`src/design/tbsm_pkg.sv`:
```
// shared types and constants for the three-button settings menu
package tbsm_pkg;

	localparam int unsigned ENTER_HOLD_MS = 5000;
	localparam int unsigned SAVE_HOLD_MS  = 3000;
	localparam int unsigned HOLD_TIME_RST = 1000;
	localparam int unsigned PCT_FULL      = 100;
	localparam int unsigned PCT_NONE      = 127;
	localparam int unsigned DIV_STEPS     = 23;

	typedef enum logic [1:0] {
		MODE_MAIN     = 2'd0,
		MODE_SETTINGS = 2'd1,
		MODE_CONFIRM  = 2'd2
	} mode_t;

	typedef enum logic [1:0] {
		FIELD_LOW   = 2'd0,
		FIELD_HIGH  = 2'd1,
		FIELD_ALERT = 2'd2
	} field_t;

	// controller to datapath
	typedef struct packed {
		logic step;     // register button item and run menu logic
		logic div_go;   // start divide of the captured progress product
		logic finish;   // take quotient and complete the item
	} dp_cmd_t;

	// datapath to controller
	typedef struct packed {
		logic need_div;
		logic div_done;
	} dp_sts_t;

endpackage

```
`src/design/tbsm_div.sv`:
```
// serial restoring divider, one quotient bit per cycle
module tbsm_div (
	input  logic        clk,
	input  logic        arst_n,
	input  logic        start,
	input  logic [22:0] dividend,
	input  logic [15:0] divisor,
	output logic        done,
	output logic [22:0] quotient
);
	import tbsm_pkg::*;

	logic [22:0] quo_q;
	logic [15:0] rem_q;
	logic [15:0] dvs_q;
	logic [4:0]  cnt_q;
	logic        busy_q;
	logic [16:0] trial;
	logic        fits;

	assign trial = {rem_q, quo_q[22]};
	assign fits  = trial >= {1'b0, dvs_q};

	always_ff @(posedge clk or negedge arst_n) begin
		if (!arst_n) begin
			busy_q <= 1'b0;
			done   <= 1'b0;
			cnt_q  <= '0;
		end else begin
			done <= 1'b0;
			if (start) begin
				busy_q <= 1'b1;
				cnt_q  <= '0;
			end else if (busy_q) begin
				if (cnt_q == 5'(DIV_STEPS - 1)) begin
					busy_q <= 1'b0;
					done   <= 1'b1;
				end
				cnt_q <= cnt_q + 5'd1;
			end
		end
	end

	// remainder stays below the divisor, so 16 bits hold it
	always_ff @(posedge clk) begin
		if (start) begin
			quo_q <= dividend;
			rem_q <= '0;
			dvs_q <= divisor;
		end else if (busy_q) begin
			rem_q <= fits ? 16'(trial - {1'b0, dvs_q}) : trial[15:0];
			quo_q <= {quo_q[21:0], fits};
		end
	end

	assign quotient = quo_q;
endmodule

```
`src/design/tbsm_datapath.sv`:
```
// menu state registers, button edge logic and progress arithmetic
module tbsm_datapath (
	input  logic             clk,
	input  logic             arst_n,
	input  tbsm_pkg::dp_cmd_t cmd,
	output tbsm_pkg::dp_sts_t sts,
	input  logic [15:0]      hold_time,
	input  logic             ok_pressed,
	input  logic             down_pressed,
	input  logic             up_pressed,
	output logic [1:0]       ui_mode,
	output logic [1:0]       field_selected,
	output logic             confirm_no,
	output logic signed [7:0] limit_low,
	output logic signed [7:0] limit_high,
	output logic             alert_on,
	output logic [6:0]       progress_percent,
	output logic             progress_changed,
	output logic             hold_complete,
	output logic             save_request
);
	import tbsm_pkg::*;

	logic [1:0]  mode_q;
	logic [12:0] solo_ms_q;
	logic        solo_done_q, ignore_ok_q, prog_act_q;
	logic [15:0] elapsed_q;
	logic [6:0]  last_pct_q;
	logic [1:0]  field_q;
	logic        choice_q;
	logic [2:0]  prev_q;
	logic [11:0] set_ms_q;
	logic        armed_q;
	logic signed [7:0] low_q, high_q;
	logic        alert_q;
	logic [22:0] prod_q;
	logic        div_pend_q;

	logic [1:0]  mode_n;
	logic [12:0] solo_ms_n;
	logic        solo_done_n, ignore_ok_n, prog_act_n;
	logic [15:0] elapsed_n;
	logic [6:0]  last_pct_n;
	logic [1:0]  field_n;
	logic        choice_n;
	logic [2:0]  prev_n;
	logic [11:0] set_ms_n;
	logic        armed_n;
	logic signed [7:0] low_n, high_n;
	logic        alert_n;
	logic        save_n, need_div_n;
	logic [22:0] prod_n;
	logic        ok, dn, up, ok_e, dn_e, up_e;
	logic [11:0] set_inc;
	logic signed [8:0] v;
	logic        div_done;
	logic [22:0] quo;
	logic [6:0]  pct;

	assign ok = ok_pressed;
	assign dn = down_pressed;
	assign up = up_pressed;
	assign ok_e = ok && !prev_q[0];
	assign dn_e = dn && !prev_q[1];
	assign up_e = up && !prev_q[2];

	always_comb begin
		mode_n = mode_q; solo_ms_n = solo_ms_q; solo_done_n = solo_done_q;
		ignore_ok_n = ignore_ok_q; prog_act_n = prog_act_q; elapsed_n = elapsed_q;
		last_pct_n = last_pct_q; field_n = field_q; choice_n = choice_q;
		prev_n = prev_q; set_ms_n = set_ms_q; armed_n = armed_q;
		low_n = low_q; high_n = high_q; alert_n = alert_q;
		save_n = 1'b0; need_div_n = 1'b0; prod_n = '0; v = '0;
		set_inc = (set_ms_q == 12'hFFF) ? set_ms_q : set_ms_q + 12'd1;
		unique case (mode_q)
			MODE_CONFIRM: begin
				if (dn_e) choice_n = 1'b1;
				if (up_e) choice_n = 1'b0;
				if (ok_e && !ignore_ok_q) begin
					if (!choice_n) begin
						save_n = 1'b1;
						mode_n = MODE_MAIN;
					end else begin
						mode_n = MODE_SETTINGS;
					end
				end
				if (!ok) ignore_ok_n = 1'b0;
				prev_n = {up, dn, ok};
			end
			MODE_SETTINGS: begin
				if (dn_e) begin
					if (field_q == FIELD_LOW) begin
						v = 9'(low_n) + 9'sd1;
						low_n = (v < 9'(high_n) - 9'sd1) ? 8'(v) : high_n - 8'sd1;
					end else if (field_q == FIELD_HIGH) begin
						v = 9'(high_n) + 9'sd1;
						high_n = (v < 9'sd100) ? 8'(v) : 8'sd100;
					end else if (field_q == FIELD_ALERT) begin
						alert_n = !alert_n;
					end
				end
				if (up_e) begin
					if (field_q == FIELD_LOW) begin
						v = 9'(low_n) - 9'sd1;
						low_n = (v > -9'sd100) ? 8'(v) : -8'sd100;
					end else if (field_q == FIELD_HIGH) begin
						v = 9'(high_n) - 9'sd1;
						high_n = (v > 9'(low_n) + 9'sd1) ? 8'(v) : low_n + 8'sd1;
					end else if (field_q == FIELD_ALERT) begin
						alert_n = !alert_n;
					end
				end
				if (ok) begin
					if (ok_e) begin
						armed_n = 1'b1;
						set_ms_n = '0;
					end else if (armed_q) begin
						set_ms_n = set_inc;
						if (set_inc >= 12'(SAVE_HOLD_MS)) begin
							mode_n = MODE_CONFIRM;
							choice_n = 1'b0;
							armed_n = 1'b0;
							set_ms_n = '0;
						end
					end
				end else begin
					if (prev_q[0] && armed_q && (13'(set_ms_q) + 13'd1 < 13'(SAVE_HOLD_MS)))
						field_n = (field_q == FIELD_ALERT) ? FIELD_LOW :
							(field_q == FIELD_LOW) ? FIELD_HIGH : FIELD_ALERT;
					armed_n = 1'b0;
					set_ms_n = '0;
				end
				if (!ok) ignore_ok_n = 1'b0;
				prev_n = {up, dn, ok};
			end
			default: begin
				if (ok && !dn && !up) begin
					if (!solo_done_q) begin
						if (solo_ms_q >= 13'(ENTER_HOLD_MS)) begin
							solo_done_n = 1'b1;
							solo_ms_n = '0;
							mode_n = MODE_SETTINGS;
							ignore_ok_n = 1'b1;
							prev_n[0] = 1'b1;
						end else begin
							solo_ms_n = solo_ms_q + 13'd1;
						end
					end
				end else begin
					solo_ms_n = '0;
					solo_done_n = 1'b0;
				end
				if (mode_n == mode_q) begin
					if ((ok && dn) || (ok && up) || (dn && up)) begin
						// restart gives elapsed zero for this item
						if (!prog_act_q) begin
							prod_n = '0;
							elapsed_n = 16'd1;
							last_pct_n = 7'(PCT_NONE);
						end else begin
							prod_n = 23'(elapsed_q) * 23'd100;
							elapsed_n = (elapsed_q == 16'hFFFF) ? elapsed_q
								: elapsed_q + 16'd1;
						end
						prog_act_n = 1'b1;
						need_div_n = 1'b1;
					end else begin
						prog_act_n = 1'b0;
						last_pct_n = 7'(PCT_NONE);
					end
				end
			end
		endcase
	end

	tbsm_div u_div (
		.clk     (clk),
		.arst_n  (arst_n),
		.start   (cmd.div_go),
		.dividend(prod_q),
		.divisor (hold_time),
		.done    (div_done),
		.quotient(quo)
	);

	assign pct = (hold_time == '0 || quo >= 23'(PCT_FULL)) ? 7'(PCT_FULL) : quo[6:0];

	assign sts.need_div = div_pend_q;
	assign sts.div_done = div_done;

	always_ff @(posedge clk or negedge arst_n) begin
		if (!arst_n) begin
			mode_q <= MODE_MAIN; solo_ms_q <= '0; solo_done_q <= 1'b0;
			ignore_ok_q <= 1'b0; prog_act_q <= 1'b0; elapsed_q <= '0;
			last_pct_q <= 7'(PCT_NONE); field_q <= FIELD_LOW; choice_q <= 1'b0;
			prev_q <= '0; set_ms_q <= '0; armed_q <= 1'b0;
			low_q <= '0; high_q <= 8'sd100; alert_q <= 1'b0;
			div_pend_q <= 1'b0;
			ui_mode <= '0; field_selected <= '0; confirm_no <= 1'b0;
			limit_low <= '0; limit_high <= 8'sd100; alert_on <= 1'b0;
			progress_percent <= '0; progress_changed <= 1'b0;
			hold_complete <= 1'b0; save_request <= 1'b0;
		end else begin
			if (cmd.step) begin
				mode_q <= mode_n; solo_ms_q <= solo_ms_n; solo_done_q <= solo_done_n;
				ignore_ok_q <= ignore_ok_n; prog_act_q <= prog_act_n;
				elapsed_q <= elapsed_n; last_pct_q <= last_pct_n; field_q <= field_n;
				choice_q <= choice_n; prev_q <= prev_n; set_ms_q <= set_ms_n;
				armed_q <= armed_n; low_q <= low_n; high_q <= high_n;
				alert_q <= alert_n; div_pend_q <= need_div_n;
				ui_mode <= mode_n; field_selected <= field_n; confirm_no <= choice_n;
				limit_low <= low_n; limit_high <= high_n; alert_on <= alert_n;
				progress_percent <= '0; progress_changed <= 1'b0;
				hold_complete <= 1'b0; save_request <= save_n;
			end
			if (cmd.finish) begin
				div_pend_q <= 1'b0;
				progress_percent <= pct;
				progress_changed <= (pct != last_pct_q);
				last_pct_q <= pct;
				if (pct >= 7'(PCT_FULL)) begin
					hold_complete <= 1'b1;
					prog_act_q <= 1'b0;
				end
			end
		end
	end

	always_ff @(posedge clk) begin
		if (cmd.step) prod_q <= prod_n;
	end
endmodule

```
`src/design/tbsm_ctrl.sv`:
```
// item sequencing: accept, optional divide, hold result for the output side
module tbsm_ctrl (
	input  logic             clk,
	input  logic             arst_n,
	input  logic             in_valid,
	output logic             in_stall,
	output logic             out_valid,
	input  logic             out_stall,
	output tbsm_pkg::dp_cmd_t cmd,
	input  tbsm_pkg::dp_sts_t sts
);
	import tbsm_pkg::*;

	typedef enum logic [1:0] {
		ST_IDLE, ST_EVAL, ST_DIV, ST_OUT
	} state_t;

	state_t state_q;

	assign in_stall   = (state_q != ST_IDLE);
	assign out_valid  = (state_q == ST_OUT);
	assign cmd.step   = (state_q == ST_IDLE) && in_valid;
	assign cmd.div_go = (state_q == ST_EVAL) && sts.need_div;
	assign cmd.finish = (state_q == ST_DIV) && sts.div_done;

	always_ff @(posedge clk or negedge arst_n) begin
		if (!arst_n) begin
			state_q <= ST_IDLE;
		end else begin
			unique case (state_q)
				ST_IDLE: if (in_valid) state_q <= ST_EVAL;
				ST_EVAL: state_q <= sts.need_div ? ST_DIV : ST_OUT;
				ST_DIV:  if (sts.div_done) state_q <= ST_OUT;
				ST_OUT:  if (!out_stall) state_q <= ST_IDLE;
				default: state_q <= ST_IDLE;
			endcase
		end
	end
endmodule

```
`src/design/three_button_settings_menu_core.sv`:
```
// top level of the three-button settings menu
// One item per millisecond tick of button levels gives one result item. An item
// without a two-button hold passes through the idle, eval and output states; one
// with a two-button hold also waits in the divide state for the serial divider that
// forms the progress percentage one quotient bit per cycle. One item is in flight
// at a time; the next is accepted the cycle after its result is taken. hold_time
// must be written only while idle; the block itself does not enforce this.
module three_button_settings_menu_core (
	input  logic             clk,
	input  logic             arst_n,
	input  logic             cfg_we,
	input  logic [15:0]      cfg_wdata,
	input  logic             in_valid,
	output logic             in_stall,
	input  logic             ok_pressed,
	input  logic             down_pressed,
	input  logic             up_pressed,
	output logic             out_valid,
	input  logic             out_stall,
	output logic [1:0]       ui_mode,
	output logic [1:0]       field_selected,
	output logic             confirm_no,
	output logic signed [7:0] limit_low,
	output logic signed [7:0] limit_high,
	output logic             alert_on,
	output logic [6:0]       progress_percent,
	output logic             progress_changed,
	output logic             hold_complete,
	output logic             save_request
);
	import tbsm_pkg::*;

	logic [15:0] hold_time_q;
	dp_cmd_t     cmd;
	dp_sts_t     sts;

	always_ff @(posedge clk or negedge arst_n) begin
		if (!arst_n) hold_time_q <= 16'(HOLD_TIME_RST);
		else if (cfg_we) hold_time_q <= cfg_wdata;
	end

	tbsm_ctrl u_ctrl (
		.clk(clk), .arst_n(arst_n), .in_valid(in_valid), .in_stall(in_stall),
		.out_valid(out_valid), .out_stall(out_stall), .cmd(cmd), .sts(sts)
	);

	tbsm_datapath u_dp (
		.clk(clk), .arst_n(arst_n), .cmd(cmd), .sts(sts), .hold_time(hold_time_q),
		.ok_pressed(ok_pressed), .down_pressed(down_pressed), .up_pressed(up_pressed),
		.ui_mode(ui_mode), .field_selected(field_selected), .confirm_no(confirm_no),
		.limit_low(limit_low), .limit_high(limit_high), .alert_on(alert_on),
		.progress_percent(progress_percent), .progress_changed(progress_changed),
		.hold_complete(hold_complete), .save_request(save_request)
	);
endmodule
```
`config.mk`:
```
export PLATFORM = sky130hd
export DESIGN_NAME = three_button_settings_menu_core
export DESIGN_NICKNAME = d
export VERILOG_FILES = /design/src/design/tbsm_pkg.sv /design/src/design/tbsm_div.sv /design/src/design/tbsm_datapath.sv /design/src/design/tbsm_ctrl.sv /design/src/design/three_button_settings_menu_core.sv
export SDC_FILE = /design/constraint.sdc
export NUM_CORES = 1
export LEC_CHECK = 0
export BUFFER_PORTS_ARGS = -buffer_cell sky130_fd_sc_hd__buf_2
export CELL_PAD_IN_SITES_DETAIL_PLACEMENT = 1
export CELL_PAD_IN_SITES_GLOBAL_PLACEMENT = 2
export CORE_UTILIZATION = 40
export CTS_CLUSTER_SIZE = 40
export DETAILED_ROUTE_END_ITERATION = 10
export GPL_TIMING_DRIVEN = 0
export PLACE_DENSITY = 0.78
export SLEW_MARGIN = 20
export SYNTH_ARGS = -nofsm -noshare
export SYNTH_HDL_FRONTEND = slang
export SYNTH_SLANG_ARGS = --single-unit
```
`constraint.sdc`:
```
create_clock -name clk -period 6.7 [get_ports clk]
set_clock_uncertainty 0.05 [all_clocks]
set_input_delay 1.005 -clock clk [delete_from_list [all_inputs] [get_ports clk]]
set_output_delay 1.005 -clock clk [all_outputs]
set_load 0.05 [all_outputs]
```
==> results.yml <==
final_layout:
  fin_cells: 1897
  utilization_pct: 46.0
  final_common_cell: "nand2_1"
  final_area_um2: 14200
  syn_to_final_growth_pct: 12.0
  antennaDiodeCount: 0
  drive_above_1_share_pct: 11.5
  final_nets: 1629
  final_cell_mix: "nand2_1 (173), nor2_1 (133), inv_1 (122)"
grt:
  grt_overflow: 0
  grt_pass1_vias: 10700
  grt_pass1_wl_um: 55300
  grt_max_degree: 73
  antenna_found_initial: 0
  grt_use_total_pct: 21.2
power:
  p_seq_share_pct: 31.5
  switching_power_uw: 1930
  power_uw: 4530
  powerDensity_nw_per_um2: 320
  combPwrFrac_pct: 45.1
  internal_power_uw: 2600
  ir_worst_vdd_v: 0.000185
  sw_frac_of_total_pct: 42.6
  cellLeakagePower_uw: 0.00603
  power.share.clock_pct: 23.4
sta:
  clock.fmax_ghz: 0.158
  slew_viol_final: 0
  finalCritPeriodShare_pct: 94.5
  relSlewSlack_pct: 27.7
  tightest_slew_ns: 1.08
  hold_violations: 0
  fin_crit_ns: 6.33
  setup_viol: 0
  timing.setup.tns_ns: 0
logic_synthesis:
  synth_seq_area_share_pct: 39.3
  syn-cell-area_um2: 12600
  synth_top_area_share_pct: 19.2
  synth_area_per_cell_um2: 8.98
  yosys_warnings: 0
  ys_seq_elements: 189
  synth_ff_type: "dfrtp_1"
  synth_top_area_cell: "dfrtp_1"
  synth_edf_count: 60
  synth_cell_types: 84
  synth_area_leaders: "dfrtp_1 (19%), edfxtp_1 (14%), ha_1 (10%), nand2_1 (5.1%), o21ai_0 (4.4%)"
  synthArstFlopShare_pct: 59.8
  syn_nets: 1550
  netlist_instances: 1409
clocking:
  numCtsBuffers: 17
  cts-root-buf: "clkbuf_16"
  htree_levels: 4
  clk_latency_ns: 0.45
  tritoncts: "built"
  cts_max_path_buffers: 2
  clock_sinks: 189
  clkTransAtPathRegs_ns: 0.08
place:
  port_buffers: 55
  gp_congestion: 0.824
  hpwl_um: 25200
  dp.cells: 1861
  placed_area_um2: 13500
drt:
  drtPass1Iterations: 8
  vias: 10200
  met1Wirelength_um: 16400
  avgViaCountPerCell: 5.36
  wirelength_um: 33100
  drtIter0Drc: 475
  post-route-drc-count: 7
  wl_per_cell_um: 17.4
  met3_length_um: 689
  top_layer: "met4"
  ant_nets: 0
  wl_met2_um: 15500
worst_setup_path:
  crit_top_cell: "o21a_1"
  cp_slowest_stage_delay_ns: 0.51
  required_ns: 6.97
  path_class: "register to register"
  critPathArrivalTime_ns: 6.60
  worstPathMaxFanout: 10
  crit_buf_inv: 3
  worstSetupStartpointType: "register"
  cpLargestDelayFamily: "compound AO/OA/AOI/OAI gates"
  cp-end-kind: "register"
  critical-path-slowest-cell: "or3b_2"
floorplan:
  coreArea_um2: 30800
  die_area_um2: 32300
  die_w_um: 180
  die_y_um: 180
  start_util_pct: 41.0
  rows: 64
  ios: 58
outcome:
  violations: "DRC"
  outcome: "finished, violations left"
min_path:
  hp-class: "input pin to async pin"
run:
  maxCapViolCount: 0
==> power groups by stage <==
stage	Combinational, µW	Sequential (µW)	Clock, µW
after CTS	1970	1430	1090
final	2050	1430	1060
after global routing	2260	1450	1130
after floorplan	1310	1570	0
after detailed placement	1960	1450	0
after global placement	1920	1440	0
==> cells by family (layout without fill, tap and decap cells) <==
logic type,Yosys count,count (layout),synth area share (%)
simple gates,495,495,18.5
mux,36,36,3.11
compound gates,327,327,16.4
fa+ha+maj,118,118,12.4
buf+inv,168,260,5.09
xor+xnor,76,76,5.26
flops,189,189,39.3
==> through the flow <==
stage	hold WS (ns)	worst slack, ns
6_report	0.421	0.367
5_1_grt	0.438	-0.00359
4_1_cts	0.419	0.0561
3_5_place_dp	0.419	-0.318
3_3_place_gp	0.408	-0.212
2_1_floorplan	0.393	0.679
==> path summary, 6_finish.rpt <==
kind	from	end	slack, ns	cells after the start
worst max-delay path	u_dp.limit_high[0]	u_dp.limit_high[3]	0.37	27
max in group asynchronous	arst_n	u_dp.last_pct_q[4]	5.41	2
worst max register to register	u_dp.limit_high[0]	u_dp.limit_high[3]	0.37	27
min in group clk	u_dp.alert_on	u_dp.alert_on	0.43	1
worst min register to register	u_dp.alert_on	u_dp.alert_on	0.43	1
worst min-delay path	arst_n	u_dp.elapsed_q[14]	0.42	1
==> state kept, by name, summed over array words and instances (netlist names), 12 cells and up <==
signal               flops
hold_time_q             16
u_dp.elapsed_q          16
u_dp.prod_q             21
u_dp.set_ms_q           12
u_dp.solo_ms_q          13
u_dp.u_div.dvs_q        16
u_dp.u_div.quotient     23
u_dp.u_div.rem_q        16
==> repair_timing <==
action                                  4_1_cts  5_1_grt
endpoints found under the setup margin        7        7
buffers inserted                              0        4
hold buffers                                  0        0
cloned                                        0        0
gates resized for setup                       4       14
pin swaps                                     0        2
==> routing by layer <==
layer / vias to the layer above / track usage (%)
met1: 4959 / 28.6
met4: 0 / 5.38
li1: 5096 / -
met2: 88 / 35.4
met3: 27 / 3.46
met5: - / 0
==> area by class of cell <==
type / instances / area (µm²)
Tap cell: 396 / 495
Clock inverter: 14 / 160
Fill cell: 3603 / 16700
Inverter: 122 / 458
Timing Repair Buffer: 60 / 339
Buffer: 46 / 195
Clock buffer: 18 / 450
Sequential cell: 189 / 4970
Multi-Input combinational cell: 1052 / 7100
==> Yosys cell counts (all sizes together), types with 5 or more instances <==
| master | n |
|---|---|
| o21ai | 114 |
| inv | 122 |
| o211ai | 12 |
| nand4 | 24 |
| o22a | 7 |
| or2 | 8 |
| clkbuf | 42 |
| a21o | 11 |
| dfxtp | 16 |
| a211oi | 5 |
| a31oi | 7 |
| nand2 | 173 |
| o31ai | 10 |
| o21a | 13 |
| fa | 12 |
| nor3 | 20 |
| edfxtp | 60 |
| a21boi | 5 |
| nor2b | 14 |
| mux2i | 13 |
| dfrtp | 97 |
| nor4 | 16 |
| a22o | 5 |
| or3 | 11 |
| a21oi | 87 |
| o21bai | 6 |
| ha | 105 |
| mux2 | 23 |
| nand2b | 13 |
| and3 | 16 |
| xnor2 | 47 |
| and2 | 15 |
| o22ai | 6 |
| nor3b | 6 |
| nor2 | 134 |
| dfstp | 16 |
| nand3 | 27 |
| xor2 | 29 |
Power figures use the tool's default switching activity.
